### src/hw/rtl/ujes_pkg.sv
// ----------------------------------------------------------------------------
// ujes_pkg
// Shared types and constants for the UTF-8 to JSON escaped stream block.
// ----------------------------------------------------------------------------
`default_nettype none

package ujes_pkg;

   // utf-16 code units that show up in \uXXXX escapes, and the supplementary plane base
   localparam logic [15:0] UNIT_REPLACEMENT = 16'hFFFD;
   localparam logic [15:0] UNIT_HIGH_BASE   = 16'hD800;
   localparam logic [15:0] UNIT_LOW_BASE    = 16'hDC00;
   localparam logic [20:0] SUPP_PLANE_BASE  = 21'h10000;

   // ascii characters used by the escaper
   localparam logic [7:0] CHAR_BACKSLASH = 8'h5C;
   localparam logic [7:0] CHAR_QUOTE     = 8'h22;
   localparam logic [7:0] CHAR_LOWER_U   = 8'h75;
   localparam logic [7:0] CHAR_LOWER_B   = 8'h62;
   localparam logic [7:0] CHAR_LOWER_T   = 8'h74;
   localparam logic [7:0] CHAR_LOWER_N   = 8'h6E;
   localparam logic [7:0] CHAR_LOWER_F   = 8'h66;
   localparam logic [7:0] CHAR_LOWER_R   = 8'h72;
   localparam logic [7:0] CHAR_ZERO      = 8'h30;
   localparam logic [7:0] CHAR_UPPER_A   = 8'h41;

   // output plan of one item: up to four \uXXXX escapes, then up to three raw bytes
   typedef struct packed {
      logic [3:0][15:0] units;
      logic [2:0]       n_units;
      logic [2:0][7:0]  raw;
      logic [1:0]       n_raw;
      logic             last;
   } plan_type;

endpackage

`default_nettype wire

### src/hw/rtl/ujes_req_if.sv
// ----------------------------------------------------------------------------
// ujes_req_if
// Input channel: one raw UTF-8 byte per item plus end-of-string flag.
// ----------------------------------------------------------------------------
`default_nettype none

interface ujes_req_if;
   logic       valid;
   logic       ready;
   logic [7:0] in_byte;
   logic       in_last;

   modport source (output valid, output in_byte, output in_last, input ready);
   modport sink   (input valid, input in_byte, input in_last, output ready);
endinterface

`default_nettype wire

### src/hw/rtl/ujes_rsp_if.sv
// ----------------------------------------------------------------------------
// ujes_rsp_if
// Result channel: one byte of the escaped string per item.
// ----------------------------------------------------------------------------
`default_nettype none

interface ujes_rsp_if;
   logic       valid;
   logic       ready;
   logic [7:0] out_byte;
   logic       run_end;
   logic       string_end;

   modport source (output valid, output out_byte, output run_end, output string_end,
                   input ready);
   modport sink   (input valid, input out_byte, input run_end, input string_end,
                   output ready);
endinterface

`default_nettype wire

### src/hw/rtl/ujes_frontend.sv
// ----------------------------------------------------------------------------
// ujes_frontend
// UTF-8 sequence tracker: holds partial sequences and turns each input byte
// into an output plan of escapes and raw bytes.
// ----------------------------------------------------------------------------
`default_nettype none

module ujes_frontend import ujes_pkg::*; (
   input  wire logic       clock,
   input  wire logic       reset,
   input  wire logic       item_take,
   input  wire logic [7:0] in_byte,
   input  wire logic       in_last,
   output plan_type        plan,
   output logic            plan_has_output
);

   logic [7:0] held_bytes_ff [3];
   logic [1:0] held_count_ff, held_count_in;
   logic [2:0] expected_length_ff, expected_length_in;
   logic [2:0] held_wr_en;

   always_comb begin
      logic [7:0]  cont_lo;
      logic [7:0]  cont_hi;
      logic        cont_ok;
      logic [2:0]  lead_len;
      logic [7:0]  esc_char;
      logic        do_fresh;
      logic [1:0]  n_pre;
      logic [1:0]  n_body;
      logic [1:0]  n_post;
      logic [15:0] body_unit0;
      logic [15:0] body_unit1;
      logic [20:0] scalar_value;
      logic [20:0] offset;
      logic [2:0]  rel;

      // second byte of a sequence has a narrowed range for some leads
      cont_lo = 8'h80;
      cont_hi = 8'hBF;
      if (held_count_ff == 2'd1) begin
         case (held_bytes_ff[0])
            8'hE0:   cont_lo = 8'hA0;
            8'hED:   cont_hi = 8'h9F;
            8'hF0:   cont_lo = 8'h90;
            8'hF4:   cont_hi = 8'h8F;
            default: ;
         endcase
      end
      cont_ok = (held_count_ff != 2'd0) && ({1'b0, held_count_ff} < expected_length_ff)
                && (expected_length_ff <= 3'd4)
                && (in_byte >= cont_lo) && (in_byte <= cont_hi);

      case (in_byte) inside
         [8'hC2:8'hDF]: lead_len = 3'd2;
         [8'hE0:8'hEF]: lead_len = 3'd3;
         [8'hF0:8'hF4]: lead_len = 3'd4;
         default:       lead_len = 3'd0;
      endcase

      case (in_byte)
         CHAR_QUOTE:     esc_char = CHAR_QUOTE;
         CHAR_BACKSLASH: esc_char = CHAR_BACKSLASH;
         8'h08:          esc_char = CHAR_LOWER_B;
         8'h09:          esc_char = CHAR_LOWER_T;
         8'h0A:          esc_char = CHAR_LOWER_N;
         8'h0C:          esc_char = CHAR_LOWER_F;
         8'h0D:          esc_char = CHAR_LOWER_R;
         default:        esc_char = 8'h00;
      endcase

      scalar_value = {held_bytes_ff[0][2:0], held_bytes_ff[1][5:0],
                      held_bytes_ff[2][5:0], in_byte[5:0]};
      offset       = scalar_value - SUPP_PLANE_BASE;

      do_fresh           = 1'b0;
      n_pre              = 2'd0;
      n_body             = 2'd0;
      body_unit0         = UNIT_REPLACEMENT;
      body_unit1         = UNIT_REPLACEMENT;
      plan.raw           = '0;
      plan.n_raw         = 2'd0;
      held_wr_en         = 3'b000;
      held_count_in      = held_count_ff;
      expected_length_in = expected_length_ff;

      if (cont_ok) begin
         if ({1'b0, held_count_ff} + 3'd1 == expected_length_ff) begin
            if (expected_length_ff == 3'd4) begin
               // supplementary plane: surrogate pair
               n_body     = 2'd2;
               body_unit0 = UNIT_HIGH_BASE + {6'd0, offset[19:10]};
               body_unit1 = UNIT_LOW_BASE + {6'd0, offset[9:0]};
            end else begin
               plan.raw[0] = held_bytes_ff[0];
               plan.raw[1] = (held_count_ff == 2'd1) ? in_byte : held_bytes_ff[1];
               plan.raw[2] = in_byte;
               plan.n_raw  = held_count_ff + 2'd1;
            end
            held_count_in      = 2'd0;
            expected_length_in = 3'd0;
         end else begin
            held_wr_en[held_count_ff] = 1'b1;
            held_count_in             = held_count_ff + 2'd1;
         end
      end else begin
         // broken or no sequence: flush what is held, then start over
         n_pre              = held_count_ff;
         held_count_in      = 2'd0;
         expected_length_in = 3'd0;
         do_fresh           = 1'b1;
      end

      if (do_fresh) begin
         if (!in_byte[7]) begin
            if (esc_char != 8'h00) begin
               plan.raw[0] = CHAR_BACKSLASH;
               plan.raw[1] = esc_char;
               plan.n_raw  = 2'd2;
            end else if (in_byte < 8'h20) begin
               n_body     = 2'd1;
               body_unit0 = {8'h00, in_byte};
            end else begin
               plan.raw[0] = in_byte;
               plan.n_raw  = 2'd1;
            end
         end else if (lead_len == 3'd0) begin
            n_body     = 2'd1;
            body_unit0 = UNIT_REPLACEMENT;
         end else begin
            held_wr_en[0]      = 1'b1;
            held_count_in      = 2'd1;
            expected_length_in = lead_len;
         end
      end

      // end of string flushes a still open sequence
      n_post = 2'd0;
      if (in_last) begin
         n_post             = held_count_in;
         held_count_in      = 2'd0;
         expected_length_in = 3'd0;
      end

      plan.n_units = {1'b0, n_pre} + {1'b0, n_body} + {1'b0, n_post};
      for (int i = 0; i < 4; i++) begin
         rel = 3'(i) - {1'b0, n_pre};
         if ((3'(i) >= {1'b0, n_pre}) && (rel < {1'b0, n_body}))
            plan.units[i] = rel[0] ? body_unit1 : body_unit0;
         else
            plan.units[i] = UNIT_REPLACEMENT;
      end
      plan.last       = in_last;
      plan_has_output = (plan.n_units != 3'd0) || (plan.n_raw != 2'd0);
   end

   always_ff @(posedge clock) begin
      if (reset) begin
         held_count_ff      <= 2'd0;
         expected_length_ff <= 3'd0;
      end else if (item_take) begin
         held_count_ff      <= held_count_in;
         expected_length_ff <= expected_length_in;
      end
   end

   always_ff @(posedge clock) begin
      for (int i = 0; i < 3; i++) begin
         if (item_take && held_wr_en[i]) held_bytes_ff[i] <= in_byte;
      end
   end

endmodule

`default_nettype wire

### src/hw/rtl/ujes_serializer.sv
// ----------------------------------------------------------------------------
// ujes_serializer
// Plan register and byte sequencer: walks one output plan a byte per cycle
// into the result register while the result side does not stall.
// ----------------------------------------------------------------------------
`default_nettype none

module ujes_serializer import ujes_pkg::*; (
   input  wire logic       clock,
   input  wire logic       reset,
   input  wire logic       plan_load,
   input  plan_type        plan_new,
   output logic            take_ready,
   output logic            rsp_valid,
   input  wire logic       rsp_ready,
   output logic [7:0]      out_byte,
   output logic            run_end,
   output logic            string_end
);

   function automatic logic [7:0] hex_char(input logic [3:0] v);
      if (v < 4'd10) return CHAR_ZERO + {4'd0, v};
      else           return CHAR_UPPER_A + {4'd0, v} - 8'd10;
   endfunction

   plan_type   plan_ff;
   logic       plan_valid_ff, plan_valid_in;
   logic [2:0] unit_idx_ff, unit_idx_in;
   logic [2:0] char_idx_ff, char_idx_in;
   logic [1:0] raw_idx_ff, raw_idx_in;
   logic       rsp_valid_ff, rsp_valid_in;
   logic [7:0] out_byte_ff;
   logic       run_end_ff, string_end_ff;

   logic        out_load;
   logic        emit;
   logic        in_units;
   logic        is_final;
   logic [15:0] unit_sel;
   logic [7:0]  cur_byte;

   always_comb begin
      out_load = !rsp_valid_ff || rsp_ready;
      emit     = plan_valid_ff && out_load;
      in_units = unit_idx_ff < plan_ff.n_units;
      unit_sel = plan_ff.units[unit_idx_ff[1:0]];

      if (in_units) begin
         case (char_idx_ff)
            3'd0:    cur_byte = CHAR_BACKSLASH;
            3'd1:    cur_byte = CHAR_LOWER_U;
            3'd2:    cur_byte = hex_char(unit_sel[15:12]);
            3'd3:    cur_byte = hex_char(unit_sel[11:8]);
            3'd4:    cur_byte = hex_char(unit_sel[7:4]);
            default: cur_byte = hex_char(unit_sel[3:0]);
         endcase
         is_final = (plan_ff.n_raw == 2'd0) && (char_idx_ff == 3'd5)
                    && (unit_idx_ff == plan_ff.n_units - 3'd1);
      end else begin
         case (raw_idx_ff)
            2'd0:    cur_byte = plan_ff.raw[0];
            2'd1:    cur_byte = plan_ff.raw[1];
            default: cur_byte = plan_ff.raw[2];
         endcase
         is_final = raw_idx_ff == plan_ff.n_raw - 2'd1;
      end

      take_ready = !plan_valid_ff || (emit && is_final);

      plan_valid_in = plan_valid_ff;
      unit_idx_in   = unit_idx_ff;
      char_idx_in   = char_idx_ff;
      raw_idx_in    = raw_idx_ff;
      if (emit) begin
         if (is_final) plan_valid_in = 1'b0;
         if (in_units) begin
            if (char_idx_ff == 3'd5) begin
               char_idx_in = 3'd0;
               unit_idx_in = unit_idx_ff + 3'd1;
            end else begin
               char_idx_in = char_idx_ff + 3'd1;
            end
         end else begin
            raw_idx_in = raw_idx_ff + 2'd1;
         end
      end
      if (plan_load) begin
         plan_valid_in = 1'b1;
         unit_idx_in   = 3'd0;
         char_idx_in   = 3'd0;
         raw_idx_in    = 2'd0;
      end

      rsp_valid_in = out_load ? emit : rsp_valid_ff;
   end

   always_ff @(posedge clock) begin
      if (reset) begin
         plan_valid_ff <= 1'b0;
         rsp_valid_ff  <= 1'b0;
         unit_idx_ff   <= 3'd0;
         char_idx_ff   <= 3'd0;
         raw_idx_ff    <= 2'd0;
      end else begin
         plan_valid_ff <= plan_valid_in;
         rsp_valid_ff  <= rsp_valid_in;
         unit_idx_ff   <= unit_idx_in;
         char_idx_ff   <= char_idx_in;
         raw_idx_ff    <= raw_idx_in;
      end
   end

   always_ff @(posedge clock) begin
      if (plan_load) plan_ff <= plan_new;
      if (emit) begin
         out_byte_ff   <= cur_byte;
         run_end_ff    <= is_final;
         string_end_ff <= is_final && plan_ff.last;
      end
   end

   assign rsp_valid  = rsp_valid_ff;
   assign out_byte   = out_byte_ff;
   assign run_end    = run_end_ff;
   assign string_end = string_end_ff;

endmodule

`default_nettype wire

### src/hw/rtl/utf8_to_json_escaped_stream_core.sv
// ----------------------------------------------------------------------------
// utf8_to_json_escaped_stream_core
// Streaming JSON string escaper: UTF-8 bytes in, escaped string bytes out.
// ----------------------------------------------------------------------------
//
//   channel    direction  payload                          per item
//   req_chan   in         in_byte[7:0], in_last            one raw UTF-8 byte
//   rsp_chan   out        out_byte[7:0], run_end,          one escaped byte
//                         string_end
//
// an accepted byte is decoded in the same cycle into an output plan that lands
// in the plan register; the sequencer then moves one byte a cycle into the
// result register while not stalled, so a result passes the plan register, then the result register
// an item causing n result bytes (0 to 24) keeps the sequencer busy until all n have moved;
// req_ready rises again in the cycle its last byte moves out, so one-byte items
// flow at one item per cycle when not stalled, and bytes that only extend a held
// sequence cost nothing on the result side
// rsp_ready low stalls the result register, the sequencer and then req_ready
// reset clears held count, plan valid and result valid; held bytes keep
// whatever they had, as they are only read below the held count
//
`default_nettype none

module utf8_to_json_escaped_stream_core import ujes_pkg::*; (
   input  wire logic clock,
   input  wire logic reset,
   ujes_req_if.sink  req_chan,
   ujes_rsp_if.source rsp_chan
);

   // flat copies of the channel signals
   logic       req_valid;
   logic       req_ready;
   logic [7:0] req_in_byte;
   logic       req_in_last;
   logic       rsp_valid;
   logic       rsp_ready;
   logic [7:0] rsp_out_byte;
   logic       rsp_run_end;
   logic       rsp_string_end;

   // handoff between tracker and sequencer
   plan_type plan;
   logic     plan_has_output;
   logic     take_ready;
   logic     item_take;

   assign req_valid   = req_chan.valid;
   assign req_in_byte = req_chan.in_byte;
   assign req_in_last = req_chan.in_last;
   assign req_chan.ready = req_ready;

   assign rsp_ready           = rsp_chan.ready;
   assign rsp_chan.valid      = rsp_valid;
   assign rsp_chan.out_byte   = rsp_out_byte;
   assign rsp_chan.run_end    = rsp_run_end;
   assign rsp_chan.string_end = rsp_string_end;

   // an item is taken only when the sequencer can start its plan
   assign req_ready = take_ready;
   assign item_take = req_valid && req_ready;

   // sequence tracking and per-byte decode
   ujes_frontend u_frontend (
      .clock           (clock),
      .reset           (reset),
      .item_take       (item_take),
      .in_byte         (req_in_byte),
      .in_last         (req_in_last),
      .plan            (plan),
      .plan_has_output (plan_has_output)
   );

   // items that only extend a held sequence load no plan
   ujes_serializer u_serializer (
      .clock      (clock),
      .reset      (reset),
      .plan_load  (item_take && plan_has_output),
      .plan_new   (plan),
      .take_ready (take_ready),
      .rsp_valid  (rsp_valid),
      .rsp_ready  (rsp_ready),
      .out_byte   (rsp_out_byte),
      .run_end    (rsp_run_end),
      .string_end (rsp_string_end)
   );

endmodule

`default_nettype wire

### src/flat_wrapper.sv
// flat-port wrapper written by rule: the top's interface ports become plain ports
module utf8_to_json_escaped_stream_core_flat import ujes_pkg::*;
  (clock, reset, req_chan_valid, req_chan_in_byte, req_chan_in_last, req_chan_ready, rsp_chan_valid, rsp_chan_out_byte, rsp_chan_run_end, rsp_chan_string_end, rsp_chan_ready);
  ujes_req_if req_chan_i ();
  ujes_rsp_if rsp_chan_i ();
  input  wire logic clock;
  input  wire logic reset;
  input wire logic [$bits(req_chan_i.valid)-1:0] req_chan_valid;
  input wire logic [$bits(req_chan_i.in_byte)-1:0] req_chan_in_byte;
  input wire logic [$bits(req_chan_i.in_last)-1:0] req_chan_in_last;
  output wire logic [$bits(req_chan_i.ready)-1:0] req_chan_ready;
  output wire logic [$bits(rsp_chan_i.valid)-1:0] rsp_chan_valid;
  output wire logic [$bits(rsp_chan_i.out_byte)-1:0] rsp_chan_out_byte;
  output wire logic [$bits(rsp_chan_i.run_end)-1:0] rsp_chan_run_end;
  output wire logic [$bits(rsp_chan_i.string_end)-1:0] rsp_chan_string_end;
  input wire logic [$bits(rsp_chan_i.ready)-1:0] rsp_chan_ready;
  assign req_chan_i.valid = req_chan_valid;
  assign req_chan_i.in_byte = req_chan_in_byte;
  assign req_chan_i.in_last = req_chan_in_last;
  assign req_chan_ready = req_chan_i.ready;
  assign rsp_chan_valid = rsp_chan_i.valid;
  assign rsp_chan_out_byte = rsp_chan_i.out_byte;
  assign rsp_chan_run_end = rsp_chan_i.run_end;
  assign rsp_chan_string_end = rsp_chan_i.string_end;
  assign rsp_chan_i.ready = rsp_chan_ready;
  utf8_to_json_escaped_stream_core u_core (.clock(clock), .reset(reset), .req_chan(req_chan_i), .rsp_chan(rsp_chan_i));
endmodule
### config.mk
export PLATFORM = sky130hd
export DESIGN_NAME = utf8_to_json_escaped_stream_core_flat
export DESIGN_NICKNAME = d
export VERILOG_FILES = /design/src/hw/rtl/ujes_pkg.sv /design/src/hw/rtl/ujes_req_if.sv /design/src/hw/rtl/ujes_rsp_if.sv /design/src/hw/rtl/ujes_frontend.sv /design/src/hw/rtl/ujes_serializer.sv /design/src/hw/rtl/utf8_to_json_escaped_stream_core.sv /design/src/flat_wrapper.sv
export SDC_FILE = /design/constraint.sdc
export NUM_CORES = 1
export LEC_CHECK = 0
export CORE_MARGIN = 5
export CORE_UTILIZATION = 55
export CTS_CLUSTER_SIZE = 24
export DETAILED_ROUTE_END_ITERATION = 7
export DONT_BUFFER_PORTS = 1
export PLACE_DENSITY = 0.71
export SLEW_MARGIN = 20
export SYNTH_ARGS = -nofsm -noshare
export SYNTH_HDL_FRONTEND = slang
export SYNTH_SLANG_ARGS = --single-unit
### constraint.sdc
create_clock -name clock -period 20.1 [get_ports clock]
set_input_delay 2.01 -clock clock [delete_from_list [all_inputs] [get_ports clock]]
set_output_delay 2.01 -clock clock [all_outputs]
set_load 0.01 [all_outputs]
[Word-level counts from Yosys, hierarchy flattened]
Memories as Yosys holds them, arrays and structs flattened.
Cells that the tools add are included.
Word-level totals
  register bits: 119
  memory bits (writable): 24
  bits of input ports: 13
  output and inout bits: 12
  logic and storage cells: 231
  memories: 1
Operators by class
  add/subtract/negate cells: 28
  order comparisons: 26
  eq/ne operators: 22
  multiplexer cells: 87
  bitwise logic cells: 3
  reduce and logical (&&, ||, !) cells: 44
Memories
  u_core.u_frontend.held_bytes_ff: depth 3, width 8, read ports 3, clocked after Yosys merged registers in 0, wr ports 1, RTL line ujes_frontend.sv:18  | logic [7:0] held_bytes_ff [3];
Operators with widths (number)
  $mux 16: 16
  $mux 18: 5
  $mux 8: 10
  $pmux 7 s7: 1
  $eq 8x4->1 const B: 5
  $pmux 8 s5: 1
  $mux 2: 18
  $mux 3: 12
  $add 15x11->16 const A: 2
  $add 7x4->8 const A: 4
  $bmux 16 s2: 1
  $eq 8x8->1 const B: 4
  $sub 8x4->8 const B: 4
  $add 6x4->7 const A: 4
  $ge 8x8->1 const B: 3
  $le 8x8->1 const B: 3
  $pmux 6 s2: 2
  $logic_and 1x1->1: 21
  $mux 10: 2
  $sub 20x17->20 const B: 1
  $lt 4x4->1 const B: 4
  $mux 1: 16
  $pmux 8 s2: 1
  $reduce_or 8->1: 2
  other kinds (42): 68

[Logic depth before layout (Yosys ltp)]
Gate-level depths: netlist (run 1).
An unclocked memory read counts as a cell.
  word-level depth: 19
  mapped depth: 22
  gate-level depth less buffers: 21

[Hierarchy]
Synthesis (run 1) repeated with hierarchy kept, for this count alone.
Second synthesis, totals
  cells, all modules: 663
  area total of the unflattened synthesis: 7644.8 µm²
Modules (own cells, without submodules)
  ujes_serializer: times used 1, cells an instance 327, area an instance 4973.5 µm², sequential area each 3323.2 µm²
  ujes_frontend: times used 1, cells an instance 334, area an instance 2658.8 µm², sequential area each 760.7 µm²
  utf8_to_json_escaped_stream_core: times used 1, cells an instance 2, area an instance 12.5 µm², sequential area each 0.0 µm²

[Worst setup path after synthesis (run 1)]
OpenSTA, ideal clock, no wires.
  kind: input-to-reg
  start point: in req_chan_in_byte[4]
  end point: reg u_core.u_serializer.plan_ff[0] (netlist name) (enable)
  setup time: 0.449 ns
  arrival: 6.936 ns
  required time: 19.651 ns
  slack: 12.715 ns
  stages on the path: 16
  buffers on the path: 1
  cells stage by stage: clkbuf_1 inv_1 ha_1 nand2_1 nor4_4 o41a_2 a21oi_1 inv_1 fa_1 inv_1 ha_1 xnor2_1 nor2_1 nor4b_2 o21ai_2 and2_1
RTL lines
  start, declared: RTL line flat_wrapper.sv:9  | input wire logic [$bits(req_chan_i.in_byte)-1:0] req_chan_in_byte;
  end signal, assigned: RTL line ujes_serializer.sv:114  | if (plan_load) plan_ff <= plan_new;
  end, declared: RTL line ujes_serializer.sv:26  | plan_type plan_ff;

==> results of run 1 <==
-- metal layers --
metal	wire length, um	up-vias
li1	-	2273
met4	280	0
met2	7840	181
met3	908	28
met5	0	-
met1	7460	2339
-- power breakdown --
group / internal (W) / switching, W / total (W)
combinational: 0.0000159 / 0.0000323 / 0.0000483
sequential: 0.000305 / 0.00000535 / 0.000311
clock: 0.000206 / 0.000114 / 0.000320
total: 0.000527 / 0.000152 / 0.000679
-- flip-flops by register name, indices dropped and copies added, names as in the netlist --
name,count
u_core.u_frontend.expected_length_ff,3
u_core.u_frontend.held_bytes_ff,22
u_core.u_frontend.held_count_ff,2
u_core.u_serializer.char_idx_ff,3
u_core.u_serializer.out_byte,8
u_core.u_serializer.plan_ff,82
u_core.u_serializer.plan_valid_ff,1
u_core.u_serializer.raw_idx_ff,2
u_core.u_serializer.rsp_valid,1
u_core.u_serializer.run_end,1
u_core.u_serializer.string_end,1
u_core.u_serializer.unit_idx_ff,3
-- per-stage QoR --
step	util [%]	total power (W)	hold WS [ns]
3_5_place_dp	56.7	0.000364	0.506
4_1_cts	61.7	0.000681	0.514
6_report	61.7	0.000679	0.517
3_3_place_gp	56.7	0.000362	0.494
5_1_grt	61.7	0.000701	0.555
2_1_floorplan	-	0.000354	0.481
-- cell families after synthesis --
logic type | Yosys count
other cells | 1
buf+inv | 78
simple gates | 190
flops | 129
fa+ha+maj | 33
mux | 25
compound gates | 143
xor+xnor | 18
-- synthesized netlist by cell type (all sizes together), types with 2 or more instances --
cell	instances
fa	2
o31ai	3
nand3	8
mux4	13
edfxtp	114
nand4	7
mux2i	12
a211oi	13
xor2	10
o21ai	42
a21o	2
and3b	2
or3	4
o22ai	9
dfxtp	15
clkbuf	22
and2	16
nor4	2
and4b	2
a22o	7
nand2	67
xnor2	7
nor3	11
o211ai	5
a31oi	3
o221ai	4
buf	9
ha	31
nand2b	12
nor4b	3
and3	3
or2	3
a22oi	6
nor2b	11
nor3b	3
inv	47
nor2	33
a41o	3
o21a	2
a21oi	27
a221o	4
-- final timing paths --
path / endpoint
max: u_core.u_serializer.plan_ff[66]
min: u_core.u_frontend.held_count_ff[1]
max reg2reg: u_core.u_serializer.plan_ff[66]
min reg2reg: u_core.u_frontend.held_count_ff[1]
-- worst register-to-register path: stages (launching register included) --
cell and delay (ns):
dfxtp_1 0.49, ha_1 0.57, nand4_1 0.16, or2_2 0.30
nand2b_1 0.17, or3_1 0.32, ha_1 0.29, nand2_1 0.11
nor4_4 0.05, o41a_2 0.50, a21oi_1 0.44, inv_1 0.18
fa_1 0.52, inv_1 0.04, ha_1 0.19, xnor2_1 0.20
nor2_1 0.05, nor4b_2 0.19, o21ai_2 0.19, and2_4 0.90
-- final cells by class --
type	count	area share [%]
flip-flops and latches	129	48.1
multi-input cells	410	38.8
clock buffers	17	5.49
well taps	172	2.78
clock inverters	15	2.47
inverters	47	2.28
repair buffers	1	0.0969
==> impl_metrics.ini, run 1 <==
[final_layout]
multiInputGateArea_mm2 = 0.00301
final_cell_mix = 114 x edfxtp_1, 65 x nand2_1, 44 x inv_1
seqCellArea_mm2 = 0.00372
antennaDiodeCount = 0
final_common_cell = edfxtp_1
fin_area_mm2 = 0.00775
finalNonFillerCells = 791
drive_above_1_share_pct = 11.1
syn_to_final_growth_pct = 10.1
final_net_count = 652
fill_cells = 966

[yosys]
synth_seq_area_share_pct = 52.9
synth_compound_area_share_pct = 14.3
synth_edf_count = 114
ys_top_cells_by_area = edfxtp_1 49%, ha_1 5.5%, dfxtp_1 4.3%
synth_top_area_share_pct = 48.6
yosysUniqueCellTypes = 72
synth_mux_area_share_pct = 5.86
avgSynthCellArea_um2 = 11.4
syn_inst = 617
synth_area_mm2 = 0.00704
synth_nets = 663
async_flop_share_pct = 0
ys_warn_count = 0
synth_ff_type = edfxtp_1
synthSimpleGateAreaFrac_pct = 14.0
yosysTopAreaCell = edfxtp_1
synth_top_family_by_area = compound AO/OA/AOI/OAI gates
synth_fa_ha_area_share_pct = 6.08
synth-xor-area-share_pct = 2.43
ys_ff_latch = 129

[timing]
layout_setup_ws_ns = 13.78
tns_ns = 0
max_freq_mhz = 158
tightestPinTransition_ns = 1.14
skew_ns = 0.00615
fin_crit_sh_pct = 31.4
relSlewSlack_pct = 23.9
rsz0062_at_grt = no
period_needed_ns = 6.32
setup_viol = 0
drv_slew = 0
finalHoldViolCount = 0

[cts]
clk_latency_ns = 0.42
numCtsBuffers = 17
holdBufCountCts = 0
root_buffer = clkbuf_16
htree_levels = 4
cts-resized-gates = 0
clk_pin_slew_ns = 0.06
cts_sinks = 129
cts_setup_buffers = 0
clock_path_buffers = 2
cts_tree = done

[worst_setup_path]
slowest_stage = and2_4
worst_ep_required_time_ns = 20.14
startpoint = u_core.u_frontend.held_count_ff[0]
crit_chain = ha_1 > nand4_1 > or2_2 > nand2b_1 > or3_1 > ha_1 > nand2_1 > nor4_4 > o41a_2 > a21oi_1 > inv_1 > fa_1 > inv_1 > ha_1 > xnor2_1 > nor2_1 > nor4b_2 > o21ai_2 > and2_4
reg2reg_from = u_core.u_frontend.held_count_ff[0]
critPathTopFamily = simple AND/OR/NAND/NOR gates
slowest_delay_ns = 0.89
crit_top_cell = ha_1
critPathMaxFanout = 82
worstPathArrival_ns = 6.35
reg2reg_depth = 19
rrSetupSlack_ns = 13.78
crit_path_end_kind = flop
start_kind = flop
cp_num_cells = 19
worstSetupPathType = reg2reg
cp_num_buf_inv = 2

[floorplanning]
rows = 41
initial_utilization_pct = 56.0
die_h_um = 123
die_x_um = 123
core_mm2 = 0.0126
dieArea_mm2 = 0.0152
pin_count = 25

[flow_run]
cap_viol_max_count = 0

[detailed_routing]
vias_per_cell = 6.09
post_drt_wl_per_cell_um = 20.8
drt_iter0_drc = 585
drt-pass1-iter-count = 5
ant_nets = 0
drcViolationCount = 0
drt_wl_total_um = 16500
num_vias = 4821

[global_routing]
met3_usage_pct = 5.26
grt_pass1_vias = 4771
grt_pass1_wl_um = 26200
use_met1_pct = 32.0
grt_util_all_layers_pct = 23.2
grt_max_degree = 83
busiest_layer = met2
use_met2_pct = 36.8
antenna_found_initial = 0
grt.overflow.total = 0

[placement]
place_inst = 759
io_buffers = 0
dp_slack_ns = 13.78
place_area_mm2 = 0.00713
place.gp.congestion = 0.917
place_hpwl_um = 11900

[run_status]
status = finished, final reports clean

[power_and_ir_drop]
powerDensity_mw_per_mm2 = 87.6
leakagePower_nw = 2.65
peakVddDrop_mv = 0.0587

[min_path]
holdPathStages = 2
hold_start = u_core.u_frontend.held_count_ff[1]
hold_class = reg2reg
Power figures use the tool's default switching activity.
==> inputs of run 2 (changes only) <==
--- a/config.mk
+++ b/config.mk
@@ -5,6 +5,7 @@
 export SDC_FILE = /design/constraint.sdc
 export NUM_CORES = 1
 export LEC_CHECK = 0
+export ABC_AREA = 1
 export CORE_MARGIN = 5
 export CORE_UTILIZATION = 55
 export CTS_CLUSTER_SIZE = 24
==> constraint.sdc (replaced) <==
create_clock -name clock -period 5.95 [get_ports clock]
set_input_delay 0.595 -clock clock [delete_from_list [all_inputs] [get_ports clock]]
set_output_delay 0.595 -clock clock [all_outputs]
set_load 0.01 [all_outputs]
==> impl_metrics.ini, run 2 <==
[run_status]
status = finished, final reports clean

[placement]
dp_slack_ns = 1.22
place_inst = 1037
place.gp.congestion = 0.907
place_area_mm2 = 0.00754
io_buffers = 0
place_hpwl_um = 13400

[cts]
cts-resized-gates = 0
clk_pin_slew_ns = 0.06
numCtsBuffers = 17
cts_setup_buffers = 0
clk_latency_ns = 0.42
cts_tree = done
holdBufCountCts = 0
root_buffer = clkbuf_16
cts_sinks = 129
htree_levels = 4
clock_path_buffers = 2

[final_layout]
syn_to_final_growth_pct = 10.5
finalNonFillerCells = 1069
final_net_count = 926
final_common_cell = nand2_1
top_register = u_core.u_serializer.plan_ff
fin_area_mm2 = 0.00821
final_cell_mix = 259 x nand2_1, 114 x edfxtp_1, 94 x nor2_1
drive_above_1_share_pct = 9.41
largest_reg_flops = 82
antennaDiodeCount = 0
fill_cells = 1149

[worst_setup_path]
crit_chain = ha_1 > inv_1 > a21oi_1 > ha_1 > nand2_1 > nand2_1 > o21ai_2 > nand3_4 > nor3_1 > inv_1 > fa_1 > inv_1 > ha_1 > xor2_1 > nand2_1 > nor2_2 > nand2_2 > nand2_4 > inv_2 > buf_12
start_kind = flop
critPathMaxFanout = 82
slowest_stage = fa_1
worst_ep_required_time_ns = 6.02
worstSetupPathType = reg2reg
worstPathArrival_ns = 4.86
crit_path_end_kind = flop
slowest_delay_ns = 0.55

[timing]
skew_ns = 0.00863
drv_slew = 0
fin_crit_sh_pct = 80.5
layout_setup_ws_ns = 1.16
tightestPinTransition_ns = 0.749
max_freq_mhz = 209
finalHoldViolCount = 0
setup_viol = 0
rsz0062_at_grt = no
tns_ns = 0
period_needed_ns = 4.79
relSlewSlack_pct = 50.0

[global_routing]
grt_util_all_layers_pct = 23.7
antenna_found_initial = 0
grt_max_degree = 83
grt.overflow.total = 0
grt_pass1_vias = 5830
grt_pass1_wl_um = 29700

[yosys]
ys_warn_count = 0
synth_seq_area_share_pct = 50.1
synth_nets = 928
syn_inst = 882
synth_area_mm2 = 0.00743
yosysTopAreaCell = edfxtp_1
yosysUniqueCellTypes = 50
synth_ff_type = edfxtp_1
synth_top_area_share_pct = 46.1
synth_fa_ha_area_share_pct = 5.76
synth_edf_count = 114
synth-xor-area-share_pct = 0.943
ys_top_cells_by_area = edfxtp_1 46%, nand2_1 13%, ha_1 5.2%
synth_compound_area_share_pct = 7.47
synthTopCellsByCount = 259 x nand2_1, 114 x edfxtp_1, 94 x inv_1, 94 x nor2_1, 76 x nand3_1
avgSynthCellArea_um2 = 8.43
synth.most_common_cell = nand2_1
async_flop_share_pct = 0
synth_top_family_by_area = simple AND/OR/NAND/NOR gates
synth_mux_area_share_pct = 0.152
ys_ff_latch = 129
synthSimpleGateAreaFrac_pct = 28.1

[flow_run]
cap_viol_max_count = 0

[power_and_ir_drop]
peakVddDrop_mv = 0.197
powerDensity_mw_per_mm2 = 294
leakagePower_nw = 3.26
finalPower_w = 0.00242

[floorplanning]
die_x_um = 126
core_mm2 = 0.0132
pin_count = 25
initial_utilization_pct = 56.1
die_h_um = 126
dieArea_mm2 = 0.0159
rows = 42

[detailed_routing]
drcViolationCount = 0
drt_wl_total_um = 18300
num_vias = 5993
drt-pass1-iter-count = 5
vias_per_cell = 5.61
ant_nets = 0
drt_iter0_drc = 636
post_drt_wl_per_cell_um = 17.1

[min_path]
hold_class = in2reg
-- run 2: changes by cell type in the layout (fill, tap and decap cells not counted), sizes merged, moves of 7 or more --
| cell | delta |
|---|---|
| nand3 | +71 |
| mux4 | -13 |
| a211oi | -12 |
| inv | +57 |
| mux2i | -12 |
| o22ai | -7 |
| nor2 | +76 |
| nand2 | +204 |
| nor2b | -11 |
| and2 | -16 |
| nand2b | -12 |
-- run 2: report_power, final --
group          leakage, nW  switching, W  internal, W
Clock                0.310      0.000400     0.000782
Sequential            1.08     0.0000182      0.00104
Combinational         1.87      0.000133    0.0000502
-- run 2: area by class of cell --
type	count	area, um^2	share of cell area [%]
Inverter	106	398	4.84
Multi-Input combinational cell	622	3160	38.5
Clock buffer	17	425	5.18
Sequential cell	129	3720	45.3
Timing Repair Buffer	4	42.5	0.518
Clock inverter	15	240	2.93
Tap cell	176	220	2.68
-- run 2: path summary, 6_finish.rpt --
path	from	end	slack, ns	depth (start not counted)
worst max-delay path	u_core.u_frontend.held_count_ff[0]	u_core.u_serializer.plan_ff[25]	1.16	20
worst min register to register	u_core.u_frontend.expected_length_ff[0]	u_core.u_frontend.expected_length_ff[0]	0.48	2
worst max register to register	u_core.u_frontend.held_count_ff[0]	u_core.u_serializer.plan_ff[25]	1.16	20
worst min-delay path	reset	u_core.u_frontend.expected_length_ff[0]	0.23	1
-- run 2: critical path: cells and delay by family (launching register included) --
kind	cells	cell delay, ns
xor gates and xnor gates	1	0.18
adders and majority gates	4	1.52
AOI/OAI and AO/OA	2	0.38
buffers and inverters	5	0.82
and+or+nand+nor	8	1.01
DFF	1	0.44
-- run 2: per-layer routing --
layer / routed length [um] / track usage, % / vias to the layer above / share of wire, %
met5: 0 / 0 / - / 0
met4: 518 / 8.96 / 0 / 2.8
met3: 1290 / 6.52 / 38 / 7.1
met2: 8620 / 37.7 / 266 / 47
met1: 7890 / 30.9 / 2789 / 43
li1: - / - / 2900 / -
-- run 2: cells by family after synthesis --
| logic type | after synthesis |
|---|---|
| XOR/XNOR | 8 |
| AO/OA/AOI/OAI | 96 |
| multiplexers | 1 |
| flip-flops | 129 |
| AND/OR/NAND/NOR | 483 |
| adder cells (fa/ha/maj) | 33 |
| other | 1 |
| buffers and inverters | 131 |
-- run 2: through the flow --
stage | util (%) | hold WS [ns]
after floorplan | - | 0.462
after global routing | 62.0 | 0.219
after CTS | 62.0 | 0.218
after detailed placement | 57.0 | 0.468
after global placement | 57.0 | 0.466
final | 62.0 | 0.232
==> inputs of run 3 (changes only) <==
--- a/config.mk
+++ b/config.mk
@@ -11,7 +11,7 @@
 export CTS_CLUSTER_SIZE = 24
 export DETAILED_ROUTE_END_ITERATION = 7
 export DONT_BUFFER_PORTS = 1
-export PLACE_DENSITY = 0.71
+export PLACE_DENSITY = 0.74
 export SLEW_MARGIN = 20
 export SYNTH_ARGS = -nofsm -noshare
 export SYNTH_HDL_FRONTEND = slang
==> constraint.sdc (replaced) <==
create_clock -name clock -period 4.2 [get_ports clock]
set_input_delay 0.42 -clock clock [delete_from_list [all_inputs] [get_ports clock]]
set_output_delay 0.42 -clock clock [all_outputs]
set_load 0.01 [all_outputs]
==> impl_metrics.ini, run 3 (synthesis results as in run 2) <==
[run_status]
status = finished, final reports clean

[floorplanning]
die_x_um = 126
dieArea_mm2 = 0.0159
rows = 42
pin_count = 25
initial_utilization_pct = 56.1
core_mm2 = 0.0132
die_h_um = 126

[worst_setup_path]
slowest_delay_ns = 0.53
reg2reg_to = u_core.u_serializer.plan_ff[24]
rrSetupSlack_ns = 0.21
worstSetupPathType = reg2reg
reg2reg_depth = 22
crit_path_end_kind = flop
reg2reg_from = u_core.u_frontend.held_bytes_ff[0][2]
slowest_stage = fa_1
critPathMaxFanout = 15
crit_chain = inv_2 > nor4_2 > nand4_1 > a21oi_2 > ha_1 > nand2_1 > nand2_1 > o21ai_4 > nand3_4 > nor3_4 > inv_2 > fa_1 > inv_1 > ha_4 > nor2_2 > nand2_1 > nor2_2 > nand2_2 > nand2_4 > clkinvlp_4 > buf_12 > clkbuf_16
critPathTopFamily = simple AND/OR/NAND/NOR gates
worst_ep_required_time_ns = 4.38
worstPathArrival_ns = 4.17
crit_top_cell = nand2_1
start_kind = flop
cp_num_buf_inv = 6

[placement]
place.gp.congestion = 0.942
place_area_mm2 = 0.00768
place_hpwl_um = 13200
io_buffers = 0

[final_layout]
fill_cells = 1128
final_net_count = 949
largest_reg_flops = 82
final_cell_mix = 258 x nand2_1, 114 x edfxtp_1, 92 x nor2_1
drive_above_1_share_pct = 13.3
seqCellArea_mm2 = 0.00373
syn_to_final_growth_pct = 13.1
multiInputGateArea_mm2 = 0.00324
final_util_pct = 63.5
fin_area_mm2 = 0.00841
antennaDiodeCount = 0
final_common_cell = nand2_1
top_register = u_core.u_serializer.plan_ff

[cts]
clk_latency_ns = 0.42
root_buffer = clkbuf_16
numCtsBuffers = 17
clk_pin_slew_ns = 0.06
cts_sinks = 129
cts_tree = done
clock_path_buffers = 2
htree_levels = 4

[min_path]
holdPathStages = 1
min_to = u_core.u_frontend.held_count_ff[1]
hold_start = reset
hold_class = in2reg

[detailed_routing]
post_drt_wl_per_cell_um = 16.9
wl_met1_um = 7840
routed-wl-met3_um = 1380
drt_iter0_drc = 542
wl_met2_um = 8800
ant_nets = 0
drt_wl_total_um = 18500
num_vias = 6046
routed.top_layer = met4
vias_per_cell = 5.54
drt-pass1-iter-count = 7
drcViolationCount = 0

[timing]
fin_crit_sh_pct = 95.1
setup_viol = 0
finalHoldViolCount = 0
relSlewSlack_pct = 57.4
tightestPinTransition_ns = 0.636
drv_slew = 0
skew_ns = 0.00663
fin_hold_ws_ns = 0.0518
max_freq_mhz = 250
period_needed_ns = 3.99

[global_routing]
grt.overflow.total = 0
grt_max_degree = 32
grt_pass1_vias = 5752
grt_pass1_wl_um = 29100
antenna_found_initial = 0
grt_util_all_layers_pct = 23.4

[power_and_ir_drop]
powerDensity_mw_per_mm2 = 374
leakagePower_nw = 3.35
peakVddDrop_mv = 0.258

[flow_run]
cap_viol_max_count = 0
run 3: changes by cell type in the layout (fill, tap and decap cells not counted), sizes merged:
cell      before  now
bufinv         6    1
clkinv         6    9
clkbuf        17   19
clkinvlp       4    6
buf            4   25
run 3: per-stage QoR:
| stage | setup TNS [ns] | worst slack, ns | cells | power, W |
|---|---|---|---|---|
| 6_report | 0 | 0.207 | 1092 | 0.00315 |
| 3_3_place_gp | 0 | 0.0601 | 1050 | 0.00179 |
| 4_1_cts | 0 | 0.0660 | 1083 | 0.00312 |
| 5_1_grt | -3.36 | -0.0624 | 1092 | 0.00325 |
| 3_5_place_dp | -1.36 | -0.0261 | 1050 | 0.00179 |
| 2_1_floorplan | -46.55 | -0.568 | 882 | 0.00171 |
run 3: final cells by class:
type / instances / area share, %
Clock buffer: 17 / 5.06
Multi-Input combinational cell: 622 / 38.5
Timing Repair Buffer: 27 / 3.27
Clock inverter: 15 / 1.43
Sequential cell: 129 / 44.3
Inverter: 106 / 4.78
Tap cell: 176 / 2.62
run 3: metal layers:
layer / up-vias / track usage (%)
met3: 41 / 6.69
met5: - / 0
met1: 2794 / 30.8
met2: 260 / 37.1
met4: 0 / 8.14
li1: 2951 / -
run 3: worst max-delay path by stage:
stage,from,cells after the start,endpoint
after detailed placement,u_core.u_frontend.held_bytes_ff[0][3],20,u_core.u_serializer.plan_ff[25]
after global routing,u_core.u_frontend.held_bytes_ff[0][0],21,u_core.u_serializer.plan_ff[46]
final,u_core.u_frontend.held_bytes_ff[0][2],22,u_core.u_serializer.plan_ff[24]
after floorplan,u_core.u_frontend.held_bytes_ff[0][3],20,u_core.u_serializer.plan_ff[0]
after CTS,u_core.u_frontend.held_bytes_ff[0][3],20,u_core.u_serializer.plan_ff[6]
after global placement,u_core.u_frontend.held_bytes_ff[0][3],20,u_core.u_serializer.plan_ff[25]
run 3: repair_timing:
| action | CTS | global route |
|---|---|---|
| endpoints found under the setup margin | 75 | 90 |
| hold buffers | 0 | 0 |
| endpoints found under the hold margin | 0 | 0 |
| pin swaps | 0 | 8 |
| buffers inserted | 1 | 7 |
| resized for setup | 0 | 13 |
| gates cloned | 0 | 2 |
run 3: where the power goes:
| group | leakage [nW] | internal, W | switching (W) |
|---|---|---|---|
| registers | 1.09 | 0.00147 | 0.0000264 |
| clock network | 0.254 | 0.000804 | 0.000549 |
| logic | 2.01 | 0.000100 | 0.000199 |
| total | 3.35 | 0.00237 | 0.000774 |
